--- src/rtl/direction_snap_to_vanishing_points_macros.svh ---
// assertion helpers for the direction snap block
`ifndef DIRECTION_SNAP_TO_VANISHING_POINTS_MACROS_SVH
`define DIRECTION_SNAP_TO_VANISHING_POINTS_MACROS_SVH

// explicit clock and reset
`define DSVP_CHECK_CLK(lbl, clk_s, rst_s, prop, msg) \
  lbl: assert property (@(posedge clk_s) disable iff (rst_s) prop) else $error(msg);

// block clock and reset
`define DSVP_CHECK(lbl, prop, msg) `DSVP_CHECK_CLK(lbl, clk, rst, prop, msg)

`endif

--- src/rtl/dsvp_pkg.sv ---
// ----------------------------------------------------------------------------
// dsvp_pkg
// types, widths and command codes shared by the direction snap modules
// ----------------------------------------------------------------------------
`default_nettype none

package dsvp_pkg;

  localparam int COORD_W    = 16;
  localparam int FRAC_BITS  = 16;
  localparam int MAX_POINTS = 16;
  localparam int NUM_AXES   = 4;
  localparam int AXIS_STEP  = 10;
  localparam int DIR_W      = 5;
  localparam int CNT_W      = 5;
  localparam int IDX_W      = 4;
  localparam int STEP_W     = 4;

  localparam int VEC_W    = COORD_W + 1;
  localparam int SQ_W     = 2 * VEC_W;
  localparam int DOT_W    = SQ_W + 1;
  localparam int D2_W     = 2 * SQ_W;
  localparam int CMP_W    = D2_W + SQ_W;
  localparam int ROOT_MSB = COORD_W + FRAC_BITS;
  localparam int ROOT_W   = ROOT_MSB + 1;
  localparam int BIT_W    = $clog2(ROOT_W);
  localparam int TGT_W    = SQ_W + 2 * FRAC_BITS;
  localparam int TRIAL_W  = 2 * ROOT_W + SQ_W;
  localparam int RL_W     = ROOT_W + SQ_W;
  localparam int SUM_W    = D2_W - FRAC_BITS + 2;
  localparam int DIR_LAST = NUM_AXES + MAX_POINTS - 1;

  localparam int IN_DATA_W  = ((2 * COORD_W + IDX_W + 7) / 8) * 8;
  localparam int OUT_DATA_W = ((2 * COORD_W + DIR_W + 7) / 8) * 8;

  // axis candidates
  localparam logic [DIR_W-1:0] K_POS_X = DIR_W'(0);
  localparam logic [DIR_W-1:0] K_NEG_X = DIR_W'(1);
  localparam logic [DIR_W-1:0] K_POS_Y = DIR_W'(2);
  localparam logic [DIR_W-1:0] K_NEG_Y = DIR_W'(3);

  typedef enum logic [1:0] {
    OP_LOAD    = 2'd0,
    OP_PRESS   = 2'd1,
    OP_MOVE    = 2'd2,
    OP_RELEASE = 2'd3
  } op_t;

  typedef enum logic [4:0] {
    C_IDLE, C_ACCEPT,
    C_LU_A, C_LU_B, C_LU_C,
    C_V, C_M1, C_M2, C_M3, C_M4, C_M5,
    C_P1, C_P2, C_P3, C_P4, C_P5, C_P6, C_TAKE,
    C_SQ_INIT, C_SQ_A, C_SQ_B,
    C_E1, C_E2, C_E3,
    C_OUT, C_ZOUT
  } cmd_op_t;

  typedef struct packed {
    cmd_op_t          op;
    logic [DIR_W-1:0] k;
    logic [BIT_W-1:0] b;
  } dp_cmd_t;

  typedef struct packed {
    logic lu_zero;
    logic lv_zero;
  } dp_status_t;

endpackage

`default_nettype wire

--- src/rtl/dsvp_ctrl.sv ---
// ----------------------------------------------------------------------------
// dsvp_ctrl
// sequencer: handshakes, candidate scan, root bits and result hand-off
// ----------------------------------------------------------------------------
`default_nettype none

module dsvp_ctrl
  import dsvp_pkg::*;
(
  input  wire              clk,
  input  wire              rst,
  input  wire              in_valid,
  output logic             in_ready,
  input  op_t              in_op,
  input  wire              cfg_we,
  input  wire [CNT_W-1:0]  cfg_wdata,
  output logic             out_valid,
  input  wire              out_ready,
  output dp_cmd_t          cmd,
  input  dp_status_t       status
);

  typedef enum logic [6:0] {
    S_IDLE = 7'b0000001,
    S_LU   = 7'b0000010,
    S_CAND = 7'b0000100,
    S_SQRT = 7'b0001000,
    S_ENDP = 7'b0010000,
    S_OUT  = 7'b0100000,
    S_ZOUT = 7'b1000000
  } state_t;

  localparam logic [STEP_W-1:0] ST_0  = STEP_W'(0);
  localparam logic [STEP_W-1:0] ST_1  = STEP_W'(1);
  localparam logic [STEP_W-1:0] ST_2  = STEP_W'(2);
  localparam logic [STEP_W-1:0] ST_3  = STEP_W'(3);
  localparam logic [STEP_W-1:0] ST_4  = STEP_W'(4);
  localparam logic [STEP_W-1:0] ST_5  = STEP_W'(5);
  localparam logic [STEP_W-1:0] ST_6  = STEP_W'(6);
  localparam logic [STEP_W-1:0] ST_7  = STEP_W'(7);
  localparam logic [STEP_W-1:0] ST_8  = STEP_W'(8);
  localparam logic [STEP_W-1:0] ST_9  = STEP_W'(9);
  localparam logic [STEP_W-1:0] ST_10 = STEP_W'(10);
  localparam logic [STEP_W-1:0] ST_11 = STEP_W'(11);
  localparam logic [STEP_W-1:0] ST_12 = STEP_W'(12);
  localparam logic [STEP_W-1:0] ST_13 = STEP_W'(13);

  state_t            state, state_next;
  logic [STEP_W-1:0] step, step_next;
  logic [DIR_W-1:0]  k, k_next, last_k;
  logic [BIT_W-1:0]  b, b_next;
  logic [CNT_W-1:0]  point_count, count_lim;
  logic              pressed;
  cmd_op_t           cmd_op;
  logic              advance;

  assign count_lim = (point_count > CNT_W'(MAX_POINTS)) ? CNT_W'(MAX_POINTS) : point_count;
  assign last_k    = DIR_W'(NUM_AXES - 1) + DIR_W'(count_lim);
  assign in_ready  = (state == S_IDLE);
  assign cmd       = '{op: cmd_op, k: k, b: b};

  always_comb begin
    state_next = state;
    step_next  = step;
    k_next     = k;
    b_next     = b;
    cmd_op     = C_IDLE;
    advance    = 1'b0;
    case (state)
      S_IDLE: begin
        if (in_valid) begin
          cmd_op = C_ACCEPT;
          if (in_op == OP_MOVE && pressed) begin
            state_next = S_LU;
            step_next  = ST_0;
          end
        end
      end
      S_LU: begin
        step_next = step + ST_1;
        case (step)
          ST_0: cmd_op = C_LU_A;
          ST_1: cmd_op = C_LU_B;
          ST_2: cmd_op = C_LU_C;
          default: begin
            step_next = ST_0;
            k_next    = K_POS_X;
            state_next = status.lu_zero ? S_ZOUT : S_CAND;
          end
        endcase
      end
      S_CAND: begin
        // a wait step lets the table read follow the new index
        step_next = step + ST_1;
        case (step)
          ST_0:  cmd_op = C_IDLE;
          ST_1:  cmd_op = C_V;
          ST_2:  cmd_op = C_M1;
          ST_3:  cmd_op = C_M2;
          ST_4:  cmd_op = C_M3;
          ST_5:  cmd_op = C_M4;
          ST_6:  cmd_op = C_M5;
          ST_7: begin
            if (status.lv_zero) advance = 1'b1;
            else cmd_op = C_P1;
          end
          ST_8:  cmd_op = C_P2;
          ST_9:  cmd_op = C_P3;
          ST_10: cmd_op = C_P4;
          ST_11: cmd_op = C_P5;
          ST_12: cmd_op = C_P6;
          ST_13: begin
            cmd_op  = C_TAKE;
            advance = 1'b1;
          end
          default: step_next = ST_0;
        endcase
        if (advance) begin
          step_next = ST_0;
          if (k == last_k) begin
            state_next = S_SQRT;
            b_next     = BIT_W'(ROOT_MSB);
          end else begin
            k_next = k + DIR_W'(1);
          end
        end
      end
      S_SQRT: begin
        case (step)
          ST_0: begin
            cmd_op    = C_SQ_INIT;
            step_next = ST_1;
          end
          ST_1: begin
            cmd_op    = C_SQ_A;
            step_next = ST_2;
          end
          default: begin
            cmd_op    = C_SQ_B;
            step_next = ST_1;
            if (b == '0) begin
              state_next = S_ENDP;
              step_next  = ST_0;
            end else begin
              b_next = b - BIT_W'(1);
            end
          end
        endcase
      end
      S_ENDP: begin
        step_next = step + ST_1;
        case (step)
          ST_0: cmd_op = C_E1;
          ST_1: cmd_op = C_E2;
          default: begin
            cmd_op     = C_E3;
            state_next = S_OUT;
            step_next  = ST_0;
          end
        endcase
      end
      S_OUT: begin
        if (!out_valid || out_ready) begin
          cmd_op     = C_OUT;
          state_next = S_IDLE;
        end
      end
      S_ZOUT: begin
        if (!out_valid || out_ready) begin
          cmd_op     = C_ZOUT;
          state_next = S_IDLE;
        end
      end
      default: state_next = S_IDLE;
    endcase
  end

  always_ff @(posedge clk) begin
    if (rst) begin
      state       <= S_IDLE;
      step        <= ST_0;
      k           <= '0;
      b           <= '0;
      pressed     <= 1'b0;
      point_count <= '0;
      out_valid   <= 1'b0;
    end else begin
      state <= state_next;
      step  <= step_next;
      k     <= k_next;
      b     <= b_next;
      if (cfg_we) point_count <= cfg_wdata;
      if (cmd_op == C_ACCEPT) begin
        if (in_op == OP_PRESS) pressed <= 1'b1;
        else if (in_op == OP_RELEASE) pressed <= 1'b0;
      end
      if (cmd_op == C_OUT || cmd_op == C_ZOUT) out_valid <= 1'b1;
      else if (out_ready) out_valid <= 1'b0;
    end
  end

endmodule

`default_nettype wire

--- config.mk ---
export PLATFORM = sky130hd
export DESIGN_NAME = dsvp_ctrl
export DESIGN_NICKNAME = d
export VERILOG_FILES = /design/src/rtl/direction_snap_to_vanishing_points_macros.svh /design/src/rtl/dsvp_pkg.sv /design/src/rtl/dsvp_ctrl.sv
export SDC_FILE = /design/constraint.sdc
export NUM_CORES = 1
export LEC_CHECK = 0
export ABC_AREA = 1
export BUFFER_PORTS_ARGS = -buffer_cell sky130_fd_sc_hd__buf_2
export CORE_UTILIZATION = 57
export DETAILED_ROUTE_END_ITERATION = 10
export PLACE_DENSITY = 0.86
export RECOVER_POWER = 25
export REMOVE_ABC_BUFFERS = 1
export SYNTH_ARGS = -nofsm -noshare
export SYNTH_HDL_FRONTEND = slang
export SYNTH_SLANG_ARGS = --single-unit
--- constraint.sdc ---
create_clock -name clk -period 2.4 [get_ports clk]
set_input_delay 0.48 -clock clk [delete_from_list [all_inputs] [get_ports clk]]
set_output_delay 0.48 -clock clk [all_outputs]
set_load 0.02 [all_outputs]
==> results of run 1 <==
worst max-delay path, stage by stage (launching register included):
cell	delay, ns
dfxtp_2	0.34
inv_1	0.08
ha_2	0.22
inv_2	0.07
nor2_4	0.17
nand2_1	0.12
a221oi_2	0.25
nand4_1	0.12
buf_2	0.18
synthesized netlist by cell type:
master / count / area [µm²]
a21oi_1: 19 / 95.1
clkinv_1: 1 / 3.75
inv_2: 10 / 37.5
nand2_1: 88 / 330
o21ai_2: 1 / 8.76
nor3_1: 4 / 20.0
nand4_1: 13 / 81.3
a221oi_1: 1 / 8.76
nor2_8: 1 / 20.0
nor3b_1: 1 / 7.51
nand3_2: 3 / 30.0
or2_2: 1 / 6.26
inv_4: 2 / 12.5
buf_2: 1 / 5.00
dfxtp_1: 29 / 581
clkinv_2: 1 / 5.00
o2111ai_1: 1 / 8.76
clkbuf_1: 2 / 7.51
nand4_4: 1 / 21.3
buf_6: 3 / 33.8
xnor2_1: 2 / 17.5
a21boi_4: 1 / 18.8
nand2_2: 3 / 18.8
ha_1: 8 / 100
nand3b_1: 1 / 7.51
nor3_4: 2 / 32.5
nor2_2: 9 / 56.3
nand3_1: 30 / 150
nand2_4: 6 / 67.6
inv_1: 35 / 131
nor2_1: 37 / 139
o21ai_1: 3 / 15.0
or3_1: 1 / 6.26
xor2_1: 5 / 43.8
o21ai_0: 12 / 60.1
layer usage:
layer  wire, µm  share of wire [%]
met1       2200                 43
met4         70                1.4
met2       2580                 50
met5          0                  0
met3        264                5.2
through the flow:
step                      worst slack (ns)  setup TNS [ns]  instances
after floorplan                      0.432               0        332
after global placement               0.280               0        411
after detailed placement             0.219               0        411
after CTS                           0.0326               0        419
after global routing               -0.0411         -0.0729        419
final                               0.0952               0        419
worst paths after layout:
kind	startpoint	end	cells past startpoint	slack, ns
worst max-delay path	step[1]	cmd[11]	8	0.1
worst min register to register	point_count[1]	point_count[1]	2	0.49
worst min-delay path	cfg_wdata[1]	point_count[1]	3	0.48
worst max register to register	point_count[4]	state[2]	11	0.32
final cells by class:
type,instances,area [µm²],share of cell area (%)
clock buffer,7,86.3,3.46
sequential,29,583,23.3
clock inverter,1,30.0,1.20
inverter,49,190,7.61
multi-input combinational,254,1400,56.1
timing repair buffer,31,148,5.91
tap,48,60.1,2.40
sequential cells by signal (all words and copies together) (netlist names):
register and cells:
step 4, out_valid 1, point_count 5, state 7
b 6, pressed 1, k 5
power by group through the flow:
stage	clock network, W	registers (W)	logic, W
after CTS	0.000538	0.000593	0.000852
after detailed placement	0	0.000603	0.000844
after floorplan	0	0.000604	0.000662
final	0.000532	0.000595	0.000864
after global placement	0	0.000600	0.000821
after global routing	0.000558	0.000602	0.000967
what timing repair did:
item / in CTS / in global routing
resized for setup: 4 / 6
setup endpoints to repair: 2 / 3
pin swaps: 1 / 1
cells by family (layout without fill, tap and decap cells):
group                      Yosys count  after routing  share of synthesized area (%)
and+or+nand+nor                    201            201                           45.5
buffers and inverters               55             88                           10.8
AOI/OAI and AO/OA                   38             38                           9.83
DFF                                 29             29                           26.5
adders and majority gates            8              8                           4.57
xor gates and xnor gates             7              7                           2.80
==> run_results.csv, run 1 <==
group,metric,value,unit
status,status,"finished clean",
synth,ys_types,35,
clock_tree,clk_pin_slew,0.07,ns
global_routing,antenna_found_initial,0,
sta,slew_headroom,47.7,%
power_and_ir_drop,p_sw,0.000829,W
clock_tree,cts_buffer_depth,2,
final_layout,fin_nets,392,
flow_run,cap_violations,0,
routing,dr_total_vias,2239,
synth,yosysWarnings,0,
worst_setup_path,cp_data_arrival_time,1.82,ns
place,io_buffers,31,
routing,wl_per_cell,12.2,µm
final_layout,final_cell_area,2500,µm²
power_and_ir_drop,internal_power,0.00116,W
power_and_ir_drop,pwr-share-clk,26.7,%
final_layout,drive_gt1_share,21.6,%
routing,wl,5.12,mm
floorplanning,num_rows,22,
floorplanning,core,3660,µm²
power_and_ir_drop,p_seq_share,29.9,%
floorplanning,die_x,64.0,µm
worst_setup_path,end_kind,"output port",
floorplanning,ios,32,
global_routing,first_global_vias,2032,
clock_tree,root_buffer,"clkbuf_8",
power_and_ir_drop,power_density,797,nW/µm²
global_routing,top_usage_layer,"met2",
floorplanning,die-area,4090,µm²
worst_setup_path,worstSetupPathType,"register to output port",
sta,setup_viol,0,
final_layout,syn_to_final_growth,14.2,%
power_and_ir_drop,ir_drop,0.524,mV
sta,rsz0062_at_grt,"yes",
worst_setup_path,path_max_fanout,5,
synth,synth_seq_area_share,26.5,%
sta,min_period_over_period,96.0,%
sta,worst_pin_slew,0.785,ns
routing,drtIter0Drc,180,
global_routing,grt_max_degree,17,
global_routing,use_met2,47.9,%
routing,drc,0,
place,hpwl,3.78,mm
sta,final_hold_viol_count,0,
global_routing,gr-total-overflow,0,
synth,synth-seq-cells,29,
sta,finalCriticalPeriod,2.30,ns
final_layout,fin_util,68.3,%
final_layout,num_antenna_cells,0,
global_routing,grt_pass1_wl,8.89,mm
power_and_ir_drop,p_sw_share,41.6,%
routing,avgViaCountPerCell,5.34,
sta,final_max_slew_viol_count,0,
clock_tree,clk_latency,0.29,ns
routing,ant_nets,0,
final_layout,fillerInstances,326,
power_and_ir_drop,power,0.00199,W
clock_tree,hold_buffers,0,
synth,synth_area,2190,µm²
sta,clock_skew,0.00918,ns
worst_setup_path,crit_required,1.92,ns
hold_path,min_path_type,"input port to register",
power_and_ir_drop,p_comb_share,43.4,%
worst_setup_path,critical_path.startpoint_type,"register",
clock_tree,post_cts_buffers,0,
routing,dr.pass1.iters,4,
synth,synth_cells,338,
place,place_area,2360,µm²
clock_tree,cts_buffers,5,
floorplanning,start_util,59.8,%
power_and_ir_drop,leakagePower,1.20,nW
clock_tree,numClockSinks,29,
floorplanning,fp.dieH,64.0,µm
place,globalplace.congestion,0.898,
final_layout,layout_common_cells,"nand2_1, nor2_1, inv_1",
clock_tree,tritoncts,"done",
final_layout,final_common_cell,"nand2_1",
sta,fmax,434,MHz
global_routing,grt_usage,27.9,%
sta,worst_hold_slack,0.478,ns
synth,avgSynthCellArea,6.47,µm²
global_routing,met3_usage,6.43,%
global_routing,use_met1,33.8,%
clock_tree,h-tree-depth,2,
Note: power is estimated with default switching activity, not from simulation.
==> run 2: changes to the inputs <==
Clock period 2.4 ns to 2.45 ns, I/O delays scaled along.
==> run 2 against run 1 <==
Combinational power down 2%; die area unchanged; clock skew down 0.0026 ns; final area down 0.40%; global-route usage down 1.3 points; non-clock buffer count unchanged; largest cell class unchanged.
==> run_results.csv, run 2 (synthesis gave the netlist of run 1 again) <==
group,metric,value,unit
final_layout,layout_common_cells,"nand2_1, nor2_1, inv_1",
clock_tree,post_cts_buffers,0,
final_layout,seq_area,583,µm²
routing,avgViaCountPerCell,5.30,
clock_tree,h-tree-depth,2,
floorplanning,die_x,64.0,µm
clock_tree,cts_buffers,5,
worst_setup_path,end_kind,"output port",
worst_setup_path,path_max_fanout,5,
sta,min_period_over_period,93.3,%
routing,ant_nets,0,
clock_tree,hold_buffers,0,
routing,wl,5.00,mm
floorplanning,die-area,4090,µm²
worst_setup_path,r2r_cells,11,
final_layout,fin_util,68.0,%
routing,drtIter0Drc,148,
sta,setup_viol,0,
final_layout,num_antenna_cells,0,
final_layout,fin_cells,419,
worst_setup_path,worstSetupPathType,"register to output port",
place,hpwl,3.67,mm
floorplanning,fp.dieH,64.0,µm
clock_tree,cts_resized,0,
sta,slew_headroom,47.0,%
floorplanning,num_rows,22,
power_and_ir_drop,internal_power,0.00114,W
flow_run,cap_violations,0,
final_layout,syn_to_final_growth,13.7,%
place,globalplace.congestion,0.898,
power_and_ir_drop,pwr-share-clk,26.7,%
worst_setup_path,crit_path_max_incr_delay,0.34,ns
hold_path,worst_hold_path.num_cells,3,
global_routing,grt_usage,26.7,%
final_layout,multi_input_area,1390,µm²
floorplanning,ios,32,
global_routing,gr-total-overflow,0,
global_routing,first_global_vias,1941,
hold_path,hold_start,"cfg_wdata[2]",
place,place_area,2360,µm²
worst_setup_path,cp_data_arrival_time,1.79,ns
final_layout,drive_gt1_share,21.0,%
sta,worst_pin_slew,0.794,ns
worst_setup_path,r2r-start,"point_count[4]",
global_routing,antenna_found_initial,0,
power_and_ir_drop,p_seq_share,29.9,%
sta,tns,0,ns
routing,drc,0,
routing,dr.pass1.iters,5,
global_routing,grt_pass1_wl,8.51,mm
sta,rsz0062_at_grt,"no",
worst_setup_path,crit_required,1.96,ns
routing,dr_total_vias,2222,
worst_setup_path,r2r_end,"state[2]",
worst_setup_path,path_cells,"inv_1 -> ha_1 -> nor2_4 -> nor2_2 -> nand3_1 -> nand4_1 -> buf_2",
status,status,"finished clean",
clock_tree,clk_pin_slew,0.07,ns
place,io_buffers,31,
final_layout,largest_reg_flops,7,
clock_tree,root_buffer,"clkbuf_8",
routing,wl_per_cell,11.9,µm
sta,final_max_slew_viol_count,0,
place,placed_cells,411,
sta,finalCriticalPeriod,2.28,ns
final_layout,top_regs,"state (7), b (6)",
sta,worst_hold_slack,0.477,ns
clock_tree,numClockSinks,29,
final_layout,fin_nets,392,
final_layout,final_cell_area,2490,µm²
sta,fmax,438,MHz
floorplanning,start_util,59.8,%
clock_tree,tritoncts,"done",
final_layout,fillerInstances,331,
power_and_ir_drop,power_density,784,nW/µm²
hold_path,min_path_type,"input port to register",
worst_setup_path,rrSetupSlack,0.35,ns
power_and_ir_drop,p_sw_share,41.7,%
final_layout,largest-register,"state",
global_routing,grt_max_degree,17,
sta,clock_skew,0.00660,ns
worst_setup_path,critical_path.startpoint_type,"register",
final_layout,final_common_cell,"nand2_1",
hold_path,hold_end,"point_count[2]",
worst_setup_path,critical-path-slowest-cell,"dfxtp_2",
power_and_ir_drop,p_sw,0.000813,W
power_and_ir_drop,p_comb_share,43.4,%
clock_tree,clk_latency,0.29,ns
power_and_ir_drop,ir_drop,0.567,mV
floorplanning,core,3660,µm²
clock_tree,cts_buffer_depth,2,
sta,final_hold_viol_count,0,
power_and_ir_drop,leakagePower,1.19,nW
run 2: changes by cell type in the layout (fill, tap and decap cells not counted):
| cell | delta |
|---|---|
| a221oi_1 | +1 |
| o21ai_1 | +1 |
| a221oi_2 | -1 |
| o21ai_2 | -1 |
run 2: how the worst max path moves through the flow:
stage,from,endpoint,cells after the start
finish,step[0],cmd[12],7
global route,step[0],cmd[13],9
CTS,step[1],cmd[11],8
detailed placement,step[0],state[2],10
global placement,step[1],cmd[11],8
floorplan,step[0],cmd[13],8
run 2: per-layer routing:
| metal | share of wire, % | track usage [%] | vias up |
|---|---|---|---|
| met4 | 1.6 | 9.94 | 0 |
| met5 | 0 | 0 | - |
| li1 | - | - | 1153 |
| met1 | 45 | 32.8 | 996 |
| met2 | 49 | 45.7 | 63 |
| met3 | 4.6 | 5.00 | 10 |
run 2: worst max-delay path, delay by kind of cell, from the launching register on:
| kind | cells | cell delay, ns |
|---|---|---|
| fa+ha+maj | 1 | 0.21 |
| buf+inv | 2 | 0.26 |
| flops | 1 | 0.34 |
| simple gates | 4 | 0.69 |
run 2: final cells by class:
cell class	count	area share, %
Inverter	49	7.64
Timing Repair Buffer	31	5.93
Clock inverter	1	1.21
Tap cell	48	2.41
Clock buffer	7	3.47
Multi-Input combinational cell	254	55.9
Sequential cell	29	23.4
run 2: through the flow:
step           worst slack (ns)  power (W)
3_3_place_gp              0.348    0.00139
5_1_grt                  0.0250    0.00209
4_1_cts                  0.0374    0.00194
3_5_place_dp              0.341    0.00142
2_1_floorplan             0.472    0.00124
6_report                  0.165    0.00195
run 2: power groups by stage:
stage / clock network (W) / logic, W / registers [W]
after floorplan: 0 / 0.000648 / 0.000592
after global placement: 0 / 0.000803 / 0.000588
after detailed placement: 0 / 0.000826 / 0.000590
after CTS: 0.000530 / 0.000830 / 0.000580
after global routing: 0.000550 / 0.000956 / 0.000588
final: 0.000521 / 0.000847 / 0.000583
==> run 3: changes to the inputs <==
Settings changed: REMOVE_ABC_BUFFERS 1 to unset.
==> run 3 against run 2 <==
Final cell count stayed put; total power is 5.0% lower; utilization decreased by 0.75 points; clock power fell by 15%; die area stayed put; worst hold slack better by 0.0016 ns; non-clock buffer count unchanged; sequential share of layout area increased by 0.26 points; final area is 1.1% lower; first-iteration DRC count increased by 20%; critical path type unchanged; largest cell class unchanged.
==> run_results.csv, run 3 (synthesis gave the netlist of run 1 again) <==
group,metric,value,unit
status,status,"finished clean",
clock_tree,numClockSinks,29,
global_routing,antenna_found_initial,0,
sta,fmax,429,MHz
sta,tns,0,ns
worst_setup_path,worst_path_dominant_cell_family,"simple AND/OR/NAND/NOR gates",
worst_setup_path,crit_buf_inv,3,
floorplanning,fp.dieH,64.0,µm
place,io_buffers,31,
worst_setup_path,path_cells,"inv_1 -> ha_2 -> inv_2 -> nor2_2 -> nand2_1 -> a221oi_1 -> nand4_1 -> buf_2",
worst_setup_path,path_max_fanout,5,
routing,dr.pass1.iters,4,
final_layout,final_cell_area,2460,µm²
worst_setup_path,crit_path_max_incr_delay,0.34,ns
worst_setup_path,critical-path-slowest-cell,"dfxtp_2",
worst_setup_path,cp-startpoint,"step[1]",
power_and_ir_drop,power_density,753,nW/µm²
floorplanning,ios,32,
synth,syn-num-nets,360,
sta,clock_skew,0.00405,ns
global_routing,gr-total-overflow,0,
sta,timing.final.ws_setup,0.119,ns
final_layout,largest-register,"state",
final_layout,fillerInstances,347,
routing,dr_total_vias,2218,
place,globalplace.congestion,0.893,
worst_setup_path,end_kind,"output port",
sta,slew_headroom,45.9,%
hold_path,hold_start,"point_count[0]",
sta,worst_pin_slew,0.812,ns
worst_setup_path,worstSetupPathType,"register to output port",
routing,drtIter0Drc,177,
sta,worst_hold_slack,0.478,ns
clock_tree,post_cts_buffers,0,
flow_run,cap_violations,0,
floorplanning,start_util,59.8,%
final_layout,largest_reg_flops,7,
routing,ant_nets,0,
final_layout,fin_cells,419,
clock_tree,cts_buffer_depth,2,
final_layout,syn_to_final_growth,12.5,%
sta,final_max_slew_viol_count,0,
clock_tree,hold_buffers,0,
routing,drc,0,
final_layout,final_common_cell,"nand2_1",
place,hpwl,3.62,mm
floorplanning,core,3660,µm²
final_layout,layout_common_cells,"nand2_1, nor2_1, inv_1",
clock_tree,tritoncts,"done",
global_routing,first_global_vias,2080,
clock_tree,clk_latency,0.28,ns
routing,wl,4.85,mm
sta,finalCriticalPeriod,2.33,ns
final_layout,num_antenna_cells,0,
sta,min_period_over_period,95.2,%
worst_setup_path,cp_data_arrival_time,1.84,ns
place,dp_slack,0.306,ns
sta,rsz0062_at_grt,"no",
final_layout,drive_gt1_share,21.0,%
power_and_ir_drop,ir_drop,0.628,mV
global_routing,grt_pass1_wl,8.55,mm
clock_tree,cts_buffers,5,
sta,setup_viol,0,
clock_tree,root_buffer,"clkbuf_8",
sta,final_hold_viol_count,0,
floorplanning,die_x,64.0,µm
hold_path,min_path_type,"register to register",
clock_tree,h-tree-depth,2,
floorplanning,die-area,4090,µm²
floorplanning,num_rows,22,
final_layout,fin_nets,392,
routing,avgViaCountPerCell,5.29,
place,place_area,2360,µm²
power_and_ir_drop,leakagePower,1.19,nW
final_layout,top_regs,"state (7), b (6)",
worst_setup_path,r2r-start,"point_count[4]",
global_routing,grt_max_degree,17,
global_routing,grt_usage,26.5,%
routing,wl_per_cell,11.6,µm
worst_setup_path,crit_required,1.96,ns
place,placed_cells,411,
clock_tree,clk_pin_slew,0.07,ns
worst_setup_path,critical_path.startpoint_type,"register",
-- run 3: changes by cell type in the layout (fill, tap and decap cells not counted), sizes merged --
| cell | previous run | this run |
|---|---|---|
| clkinv | 2 | 3 |
| bufinv | 1 | 0 |
-- run 3: what timing repair did --
item,in CTS,in global routing
gates resized for setup,1,5
pin swaps,0,1
cloned,0,0
setup endpoints to repair,1,2
-- run 3: power by group --
part,internal (W),total (W),switching [W]
Sequential,0.000530,0.000580,0.0000500
Combinational,0.000270,0.000833,0.000563
Clock,0.000254,0.000441,0.000187
-- run 3: metal layers --
layer,routed length (µm),GRT usage (%),up-vias
met4,140,12.2,0
met2,2290,45.5,60
met5,0,0,-
met1,2170,31.2,989
met3,256,5.89,17
li1,-,-,1152
-- run 3: through the flow --
step | power (W) | util [%]
after floorplan | 0.00128 | -
after global placement | 0.00139 | 64.4
after detailed placement | 0.00141 | 64.4
after CTS | 0.00186 | 67.2
after global routing | 0.00199 | 67.2
final | 0.00185 | 67.2
-- run 3: worst paths after layout --
| kind | slack, ns | to | depth (start not counted) |
|---|---|---|---|
| worst max-delay path | 0.12 | cmd[11] | 8 |
| worst min register to register | 0.48 | point_count[0] | 2 |
| worst min-delay path | 0.48 | point_count[0] | 2 |
| worst max register to register | 0.33 | state[2] | 13 |
-- run 3: tightest hold or removal path: stages (launching register included) --
cell and delay, ns:
dfxtp_1 0.31, inv_1 0.07, a21oi_1 0.06
-- run 3: final cells by class --
| cell class | instances | area [µm²] | share of cell area, % |
|---|---|---|---|
| inverters | 49 | 190 | 7.73 |
| repair buffers | 31 | 148 | 6.00 |
| well taps | 48 | 60.1 | 2.44 |
| flip-flops and latches | 29 | 583 | 23.7 |
| clock inverters | 1 | 5.00 | 0.203 |
| clock buffers | 7 | 96.3 | 3.91 |
| multi-input cells | 254 | 1380 | 56.0 |
